<file path="config.mk">
export PLATFORM = sky130hd
export DESIGN_NAME = ranged_ammeter_moving_average_unit
export DESIGN_NICKNAME = d
export VERILOG_FILES = /design/src/rtl/rama_pkg.sv /design/src/rtl/rama_ctrl.sv /design/src/rtl/rama_dp.sv /design/src/rtl/ranged_ammeter_moving_average_unit.sv
export SDC_FILE = /design/constraint.sdc
export NUM_CORES = 1
export LEC_CHECK = 0
export BUFFER_PORTS_ARGS = -buffer_cell sky130_fd_sc_hd__buf_4
export CORE_MARGIN = 2
export CORE_UTILIZATION = 28
export DETAILED_ROUTE_END_ITERATION = 10
export GPL_TIMING_DRIVEN = 1
export HOLD_SLACK_MARGIN = 0.03
export MAX_ROUTING_LAYER = met4
export PLACE_DENSITY = 0.48
export RECOVER_POWER = 25
export SLEW_MARGIN = 20
export SYNTH_ARGS = -nofsm -noshare
export SYNTH_HDL_FRONTEND = slang
export SYNTH_SLANG_ARGS = --single-unit
</file>
<file path="constraint.sdc">
create_clock -name clk -period 7.3 [get_ports clk]
set_clock_uncertainty 0.15 [all_clocks]
set_input_delay 0.365 -clock clk [delete_from_list [all_inputs] [get_ports clk]]
set_output_delay 0.365 -clock clk [all_outputs]
set_load 0.02 [all_outputs]
</file>
<file path="src/rtl/rama_pkg.sv">
// ----------------------------------------------------------------------------
// rama_pkg
// Shared types, widths and range tables for the ranged ammeter averager.
// ----------------------------------------------------------------------------
package rama_pkg;

    localparam int WINDOW      = 8;
    localparam int PTR_W       = $clog2(WINDOW);
    localparam int SAMPLE_W    = 10;
    localparam int SUM_W       = 13;
    localparam int SCALE_K_W   = 13;
    localparam int PROD_W      = SUM_W + SCALE_K_W;
    localparam int SCALE_SHIFT = 13;
    localparam int V_W         = PROD_W - SCALE_SHIFT;
    localparam int RECIP_W     = 16;
    localparam int RECIP_SHIFT = 22;
    localparam int WHOLE_W     = 6;
    localparam int HUND_W      = 7;
    localparam int AMPS_W      = 6;
    localparam int RANGE_W     = 2;
    localparam int MODE_W      = 2;

    // floor(v / 100) == (v * RECIP_100) >> RECIP_SHIFT for v < 8192
    localparam logic [RECIP_W-1:0] RECIP_100 = 16'd41944;
    localparam logic [HUND_W-1:0]  PCT       = 7'd100;

    localparam logic [MODE_W-1:0] MODE_SAMPLE = 2'd0;
    localparam logic [MODE_W-1:0] MODE_STEP   = 2'd1;
    localparam logic [MODE_W-1:0] MODE_READ   = 2'd2;

    localparam logic [RANGE_W-1:0] RANGE_10A = 2'd0;
    localparam logic [RANGE_W-1:0] RANGE_20A = 2'd1;
    localparam logic [RANGE_W-1:0] RANGE_40A = 2'd2;
    localparam logic [RANGE_W-1:0] RANGE_50A = 2'd3;

    typedef struct packed {
        logic sample_en;
        logic step_en;
        logic mul_en;
        logic div_en;
        logic load_en;
    } rama_cmd_t;

    function automatic logic [AMPS_W-1:0] scale_amps(input logic [RANGE_W-1:0] rng);
        logic [AMPS_W-1:0] amps;
        unique case (rng)
            RANGE_10A: amps = 6'd10;
            RANGE_20A: amps = 6'd20;
            RANGE_40A: amps = 6'd40;
            RANGE_50A: amps = 6'd50;
            default:   amps = 6'd10;
        endcase
        return amps;
    endfunction

    // full scale times 100
    function automatic logic [SCALE_K_W-1:0] scale_x100(input logic [RANGE_W-1:0] rng);
        logic [SCALE_K_W-1:0] k;
        unique case (rng)
            RANGE_10A: k = 13'd1000;
            RANGE_20A: k = 13'd2000;
            RANGE_40A: k = 13'd4000;
            RANGE_50A: k = 13'd5000;
            default:   k = 13'd1000;
        endcase
        return k;
    endfunction

    // 90 percent of full scale, in hundredths of an amp
    function automatic logic [V_W-1:0] near_limit(input logic [RANGE_W-1:0] rng);
        logic [V_W-1:0] lim;
        unique case (rng)
            RANGE_10A: lim = 13'd900;
            RANGE_20A: lim = 13'd1800;
            RANGE_40A: lim = 13'd3600;
            RANGE_50A: lim = 13'd4500;
            default:   lim = 13'd900;
        endcase
        return lim;
    endfunction

endpackage

</file>
<file path="src/rtl/rama_ctrl.sv">
// ----------------------------------------------------------------------------
// rama_ctrl
// Sequencer: takes input words, steps a read through multiply, divide and
// output load, and owns the output valid flag.
// ----------------------------------------------------------------------------
module rama_ctrl
    import rama_pkg::*;
(
    input  logic              clk,
    input  logic              rst_n,
    input  logic              in_valid,
    output logic              in_stall,
    input  logic [MODE_W-1:0] mode,
    output logic              out_valid,
    input  logic              out_stall,
    output rama_cmd_t         cmd
);

    typedef enum logic [1:0] {
        ST_IDLE,
        ST_MUL,
        ST_DIV,
        ST_LOAD
    } state_t;

    state_t state_reg, state_next;
    logic   out_valid_reg, out_valid_next;
    logic   in_accept;
    logic   out_free;

    assign in_stall  = (state_reg != ST_IDLE);
    assign in_accept = in_valid && !in_stall;
    assign out_free  = !out_valid_reg || !out_stall;
    assign out_valid = out_valid_reg;

    always_comb
    begin
        state_next     = state_reg;
        out_valid_next = out_valid_reg && out_stall;
        cmd            = '0;
        unique case (state_reg)
            ST_IDLE:
            begin
                if (in_accept)
                begin
                    unique case (mode)
                        MODE_SAMPLE: cmd.sample_en = 1'b1;
                        MODE_STEP:   cmd.step_en   = 1'b1;
                        MODE_READ:   state_next    = ST_MUL;
                        default:     ;
                    endcase
                end
            end
            ST_MUL:
            begin
                cmd.mul_en = 1'b1;
                state_next = ST_DIV;
            end
            ST_DIV:
            begin
                cmd.div_en = 1'b1;
                state_next = ST_LOAD;
            end
            ST_LOAD:
            begin
                // hold until the output register is free
                if (out_free)
                begin
                    cmd.load_en    = 1'b1;
                    out_valid_next = 1'b1;
                    state_next     = ST_IDLE;
                end
            end
            default: state_next = ST_IDLE;
        endcase
    end

    always_ff @(posedge clk or negedge rst_n)
    begin
        if (!rst_n)
        begin
            state_reg     <= ST_IDLE;
            out_valid_reg <= 1'b0;
        end
        else
        begin
            state_reg     <= state_next;
            out_valid_reg <= out_valid_next;
        end
    end

    a_load_free: assert property (@(posedge clk) disable iff (!rst_n)
        cmd.load_en |-> out_free)
        else $error("output loaded over a pending word");

    a_read_seq: assert property (@(posedge clk) disable iff (!rst_n)
        (in_accept && mode == MODE_READ) |=> ##1 cmd.div_en)
        else $error("read did not reach the divide step");

    a_one_cmd: assert property (@(posedge clk) disable iff (!rst_n)
        $onehot0(cmd))
        else $error("more than one datapath command at once");

endmodule

</file>
<file path="src/rtl/rama_dp.sv">
// ----------------------------------------------------------------------------
// rama_dp
// Datapath: sample ring with running sum, range register, scale multiply,
// reciprocal divide by 100 and the output register.
// ----------------------------------------------------------------------------
module rama_dp
    import rama_pkg::*;
(
    input  logic                clk,
    input  logic                rst_n,
    input  rama_cmd_t           cmd,
    input  logic [SAMPLE_W-1:0] adc_sample,
    output logic [WHOLE_W-1:0]  current_whole_amps,
    output logic [HUND_W-1:0]   current_hundredths,
    output logic [AMPS_W-1:0]   full_scale_amps,
    output logic                near_full_scale,
    output logic [RANGE_W-1:0]  input_channel
);

    logic [SAMPLE_W-1:0] ring_reg [WINDOW];
    logic [PTR_W-1:0]    ptr_reg;
    logic [SUM_W-1:0]    sum_reg, sum_next;
    logic [RANGE_W-1:0]  range_reg;

    logic [PROD_W-1:0]          prod_reg;
    logic [V_W-1:0]             v_reg;
    logic [WHOLE_W-1:0]         quot_reg;
    logic [V_W-1:0]             v_next;
    logic [V_W+RECIP_W-1:0]     recip_prod;
    logic [V_W-1:0]             rem_full;

    logic [WHOLE_W-1:0] whole_reg;
    logic [HUND_W-1:0]  hund_reg;
    logic [AMPS_W-1:0]  amps_reg;
    logic               near_reg;
    logic [RANGE_W-1:0] chan_reg;

    // drop the oldest sample, add the new one
    assign sum_next = sum_reg - SUM_W'(ring_reg[ptr_reg]) + SUM_W'(adc_sample);

    assign v_next     = prod_reg[PROD_W-1:SCALE_SHIFT];
    assign recip_prod = v_next * RECIP_100;
    assign rem_full   = v_reg - V_W'(quot_reg) * V_W'(PCT);

    always_ff @(posedge clk or negedge rst_n)
    begin
        if (!rst_n)
        begin
            for (int i = 0; i < WINDOW; i++)
            begin
                ring_reg[i] <= '0;
            end
            ptr_reg   <= '0;
            sum_reg   <= '0;
            range_reg <= RANGE_10A;
        end
        else
        begin
            if (cmd.sample_en)
            begin
                ring_reg[ptr_reg] <= adc_sample;
                ptr_reg           <= ptr_reg + 1'b1;
                sum_reg           <= sum_next;
            end
            if (cmd.step_en)
            begin
                range_reg <= range_reg + 1'b1;
            end
        end
    end

    always_ff @(posedge clk)
    begin
        if (cmd.mul_en)
        begin
            prod_reg <= sum_reg * scale_x100(range_reg);
        end
        if (cmd.div_en)
        begin
            v_reg    <= v_next;
            quot_reg <= recip_prod[RECIP_SHIFT +: WHOLE_W];
        end
        if (cmd.load_en)
        begin
            whole_reg <= quot_reg;
            hund_reg  <= rem_full[HUND_W-1:0];
            amps_reg  <= scale_amps(range_reg);
            near_reg  <= (v_reg >= near_limit(range_reg));
            chan_reg  <= range_reg;
        end
    end

    assign current_whole_amps = whole_reg;
    assign current_hundredths = hund_reg;
    assign full_scale_amps    = amps_reg;
    assign near_full_scale    = near_reg;
    assign input_channel      = chan_reg;

    a_rem_range: assert property (@(posedge clk) disable iff (!rst_n)
        cmd.load_en |-> (rem_full < V_W'(PCT)))
        else $error("remainder of divide by 100 out of range");

    a_quot_range: assert property (@(posedge clk) disable iff (!rst_n)
        cmd.load_en |-> (quot_reg < WHOLE_W'(50)))
        else $error("whole amps beyond largest full scale");

endmodule

</file>
<file path="src/rtl/ranged_ammeter_moving_average_unit.sv">
// ----------------------------------------------------------------------------
// ranged_ammeter_moving_average_unit
// Ammeter front end: eight-sample moving sum with switchable full scale.
// ----------------------------------------------------------------------------
// A sample word or a range step word is taken while the sequencer is idle,
// and the next word may follow in the next cycle. A read word is accepted,
// then passes through the scale multiplier, the reciprocal multiply that
// divides by 100 and the load of the output register; the load waits while
// an earlier readout is still stalled. Input stays stalled from the read
// until the output register is loaded. Mode 3 words are taken and dropped.
// Readouts come out as whole amps plus hundredths, with the full scale, the
// matching channel select and a flag at 90 percent of scale.
// ----------------------------------------------------------------------------
module ranged_ammeter_moving_average_unit
    import rama_pkg::*;
(
    input  logic                clk,
    input  logic                rst_n,
    input  logic                in_valid,
    output logic                in_stall,
    input  logic [MODE_W-1:0]   mode,
    input  logic [SAMPLE_W-1:0] adc_sample,
    output logic                out_valid,
    input  logic                out_stall,
    output logic [WHOLE_W-1:0]  current_whole_amps,
    output logic [HUND_W-1:0]   current_hundredths,
    output logic [AMPS_W-1:0]   full_scale_amps,
    output logic                near_full_scale,
    output logic [RANGE_W-1:0]  input_channel
);

    rama_cmd_t cmd;

    rama_ctrl u_ctrl (
        .clk       (clk),
        .rst_n     (rst_n),
        .in_valid  (in_valid),
        .in_stall  (in_stall),
        .mode      (mode),
        .out_valid (out_valid),
        .out_stall (out_stall),
        .cmd       (cmd)
    );

    rama_dp u_dp (
        .clk                (clk),
        .rst_n              (rst_n),
        .cmd                (cmd),
        .adc_sample         (adc_sample),
        .current_whole_amps (current_whole_amps),
        .current_hundredths (current_hundredths),
        .full_scale_amps    (full_scale_amps),
        .near_full_scale    (near_full_scale),
        .input_channel      (input_channel)
    );

endmodule
</file>
Yosys cells after proc, flatten, opt, wreduce, memory -nomap -nowiden
Index checks and enable logic that the tools add are counted.
W data, S select, Z words.
- $add $sub $neg: 5
- bitwise gates (word level): 1
- div/mod/pow operators: 0
- multiplexer cells: 25
- shift operators: 0
- reduce and logical (&&, ||, !) cells: 12
- magnitude comparators: 3
- equal/unequal tests: 11
- multipliers: 3
- operators with widths (kind ; number):
    $pmux W13 S4 ; 2
    $bwmux W80 ; 1
    $bmux W10 S3 ; 1
    $demux W10 S3 ; 1
    $mux W10 ; 3
    $mul A13 B13 Y26 ; 1
    $mux W13 ; 2
    $mul A13 B13 Y25 const B ; 1
    $pmux W6 S4 ; 1
    $add A13 B10 Y13 ; 1
    $ge A13 B13 Y1 ; 1
    $sub A13 B10 Y13 ; 1
    $eq A2 B2 Y1 const B ; 5
    $mux W2 ; 5
    $mux W1 ; 8
    $pmux W2 S4 ; 1
    $sub A7 B7 Y7 ; 1
    $eq A2 B1 Y1 const B ; 3
    $logic_not A2 Y1 ; 3
    $mul A6 B5 Y5 const B ; 1
    $ge A4 B4 Y1 const B ; 1
    $lt A4 B1 Y1 const B ; 1
    $ne A2 B1 Y1 const B ; 2
    $not A3 Y4 ; 1
    other kinds (8) ; 12
- register bits after elaboration: 168
- output and inout bits: 24
- bits in writable memories: 0
- memories: 0
- logic and storage cells: 81
- bits in latches: 0
- ROM bits: 0

Longest topological paths before layout
- depth in word-level cells: 6
- gate-level depth with buffers: 23
- depth with buffers taken out: 22

By module
From an unflattened synthesis, not the netlist that was laid out.
- cells, all modules: 1332
- area, all modules: 14330.0 um^2
- modules (own cells, without submodules) (module ; area an instance (um^2) ; cells each ; seq. area each (um^2) ; instances):
    rama_dp ; 14099.8 ; 1311 ; 4043.9 ; 1
    rama_ctrl ; 230.2 ; 21 ; 75.1 ; 1

Worst setup path before layout
OpenSTA, ideal clock, no wires.
- path type: reg2reg
- start: register u_dp.range_reg[0]
- end: register u_dp.prod_reg[25], data pin
- clock period less this slack: 6031 ps
- library setup time: 167 ps
- stages on the path, launching flop included: 20
- setup slack: 1269 ps
- path buffers: 2
- arrival: 5713 ps
- cells stage by stage: dfrtp_1 -> clkinv_1 -> ha_1 -> buf_2 -> buf_1 -> nand2_1 -> fa_1 -> fa_1 -> inv_1 -> fa_1 -> fa_1 -> fa_1 -> ha_1 -> a21oi_1 -> nand2b_1 -> a41oi_2 -> o31ai_2 -> and2_4 -> a41o_1 -> a221oi_2
- longest elaborated chain between the ends: 4
- elaborated cells between the ends (all ways): 7
- those cells by class: 1 x mul; 3 x eq/ne; 2 x mux; 1 x reduce/logical
- RTL lines (what ; RTL line ; text):
    from (decl) ; rama_dp.sv:23 ; logic [RANGE_W-1:0] range_reg;
    from (signal assigned) ; rama_dp.sv:67 ; range_reg <= range_reg + 1'b1;
    $eq A2 B2 Y1 (tied with other cells) ; rama_pkg.sv:59 ; unique case (rng)
    $pmux W13 S4 (*) ; rama_pkg.sv:59 ;
    $mux W13 (*) ; rama_dp.sv:74 ; if (cmd.mul_en)
    $mul A13 B13 Y26 (*) ; rama_dp.sv:76 ; prod_reg <= sum_reg * scale_x100(range_reg);
    to (signal assigned) ; rama_dp.sv:76 ;
    to (decl) ; rama_dp.sv:25 ; logic [PROD_W-1:0] prod_reg;
Mark *: on every way between the ends. The rest lies on a longest branch, timed or not. The select of a mux whose other input is x is not followed.
A chain may end at the register's enable or synchronous reset.

Final worst setup path
- start: register u_dp.range_reg[0]
- end: register u_dp.prod_reg[23], data pin
The elaborated chain is that of the path after synthesis.

==> metrics.yaml <==
logic_synthesis:
  synth_edf_count: 53
  ys_ff_latch: 154
  yosysUniqueCellTypes: 59
  synthAdderAreaFrac: 0.388
  synth.area.top_cells: "fa_1 (22%), dfrtp_1 (18%), ha_1 (17%), edfxtp_1 (11%), inv_1 (7.2%)"
  ys_warn_count: 0
  synth_top_area_frac: 0.218
  syn-num-nets: 1650
  synth_cells: 1289
  yosys.area.top_type: "fa_1"
  ys_seq_area_frac: 0.293
  synth_flop_cell: "dfrtp_1"
  synth_top_family_by_area: "adder cells"
  synth-xor-area-share: 0.0237
  synth_area_per_cell_um2: 10.9
  synthMuxAreaShare: 0.0752
  async_flop_share: 0.656
  synth_compound_area_frac: 0.0614
  synthSimpleGateAreaFrac: 0.0773
  netlist_area_um2: 14100
finish:
  final_cells: 2025
  layout_commonest_cell: "inv_1"
  nNetsFinal: 1701
  n_antenna_cell: 0
  largest_reg_flops: 80
  area_growth_pct: 12.3
  layout-drive-gt1-share: 0.108
  fillers: 5212
  most-common-layout-cells: "inv_1 (270), ha_1 (192), fa_1 (153)"
timing:
  finalHoldViolCount: 0
  worst_slew_pin_slew_ps: 4370
  post-route-period-util: 0.888
  fmax_mhz: 154
  slew_violations: 78
  rsz0062_at_grt: "no"
  fin_crit_ps: 6480
  relSlewSlack: -1.91
  setup_violations: 0
  setup_tns_ps: 0
clock_network:
  cts_root_buffer: "clkbuf_16"
  cts.sinks: 154
  cts_buffers: 17
  cts_tree: "done"
  post_cts_buffers: 0
  cts-htree-levels: 4
  cts.clk_slew.worst_paths_ps: 70
  cts_buffer_depth: 2
  clk_latency_ps: 480
setup_path:
  path_cells: "clkinv_1, ha_1, buf_4, nand2_1, fa_1, fa_1, inv_1, fa_1, fa_1, fa_1, ha_1, a21oi_1, nand2b_1, a41oi_2, o31ai_1, nor3_2, nand4b_1, o311ai_1"
  crit_start: "u_dp.range_reg[0]"
  cp.required_ps: 7370
  crit_path_frequent_cell: "fa_1"
  path_max_fanout: 19
  r2r-start: "u_dp.range_reg[0]"
  cpMaxStageDelayCell: "dfrtp_1"
  cp-start-kind: "flip-flop"
  crit_type: "flip-flop to flip-flop"
  crit_arrival_ps: 6550
  cp_slowest_stage_delay_ps: 570
  critPathCaptureType: "flip-flop"
grt:
  grt_pass1_wl_mm: 50.9
  grt_max_degree: 78
  antenna_found_initial: 0
  grtUsageTotal: 0.130
  grt-ovfl-total: 0
  grt_pass1_vias: 9436
place:
  hpwl_mm: 23.8
  routabilityCongestion: 0.838
  port_buffers: 38
  dpl.cell_count: 1981
drt:
  drt_wl_total_mm: 30.3
  first_pass_iters: 4
  via_per_inst: 4.35
  via_count: 8813
  drtIter0Drc: 354
  wire_per_inst_um: 15.0
  drc_errors: 0
  antenna_left: 0
job:
  drv_cap: 1
floorplanning:
  die_x_um: 228
  rows: 82
  num_io_pins: 40
  die_area_um2: 52100
  core_area_um2: 49900
  start_util: 0.282
  die_h_um: 228
min_path:
  hold_path.class: "primary input to flip-flop"
  min_from: "mode[0]"
outcome:
  violations: "capacitance limit, slew limit"
  outcome: "finished, violations left"
-- worst max-delay path: cells and delay by family, from the launching register on --
family	cells	cell delay, ps
AOI/OAI and AO/OA	4	760
and+or+nand+nor	4	610
DFF	1	570
buffers and inverters	3	790
adders and majority gates	7	3340
-- area by class of cell --
class | count | area [um2] | share of cell area
multi-input combinational | 835 | 8840 | 0.559
sequential | 154 | 4120 | 0.261
inverter | 272 | 1020 | 0.0646
tap | 672 | 841 | 0.0532
clock buffer | 17 | 425 | 0.0269
timing repair buffer | 60 | 390 | 0.0247
clock inverter | 15 | 170 | 0.0108
-- metrics by stage --
step           area (um2)  hold slack [ps]  setup slack, ps  utilization
3_5_place_dp        15200              138              813        0.304
3_3_place_gp        15200              133              983        0.304
2_1_floorplan       14100            -80.6             1270            -
6_report            15800             86.2              816        0.317
5_1_grt             15800              102              348        0.317
4_1_cts             15900             42.6              782        0.319
-- cell families (layout without fill, tap and decap cells) --
family | count (synthesis) | after routing
fa+ha+maj | 345 | 345
buf+inv | 300 | 364
simple gates | 238 | 238
flops | 154 | 154
compound gates | 139 | 139
mux | 74 | 74
xor+xnor | 38 | 38
other cells | 1 | 1
-- synth_stat cells, drive strengths merged, types with 2 or more instances --
library cell and number:
dfrtp 101, ha 192, o21a 4, and3 4
a211oi 3, o21ai 68, xnor2 27, xor2 11
o211ai 4, nor2b 8, nand3 8, inv 270
buf 12, fa 153, clkbuf 16, edfxtp 53
nor2 57, mux2 54, nor4 2, nand4 7
o21bai 3, a21boi 4, nand4b 4, or2 3
o31ai 3, a21o 13, o31a 2, o311ai 2
and2 7, nand2b 5, a21oi 25, nor4b 2
mux4 20, nor3 12, clkinv 2, nand2 115
-- what timing repair did --
| action | in CTS | in global routing |
|---|---|---|
| endpoints found under the hold margin | 69 | 0 |
| hold buffers | 12 | 0 |
| gates resized for setup | 0 | 0 |
-- routing by layer --
metal / vias up / track usage / share of wire
met4: 0 / 0.0460 / 0.018
met1: 4369 / 0.171 / 0.49
li1: 4298 / - / -
met2: 117 / 0.200 / 0.46
met3: 29 / 0.0226 / 0.031
met5: - / - / 0
-- path summary, 6_finish.rpt --
check                                        endpoint  slack [ps]  cells after the start
min reg2reg                u_dp.current_whole_amps[5]         270                      0
max reg2reg                         u_dp.prod_reg[23]         820                     18
max in group asynchronous            u_ctrl.out_valid        1580                      3
min in group asynchronous           u_dp.ring_reg[52]         560                      2
max                                 u_dp.prod_reg[23]         820                     18
min                                 u_dp.range_reg[0]          90                      3
Power is not shown: default switching activity piles up to over one toggle a cycle in this logic, so the estimate is an artifact.
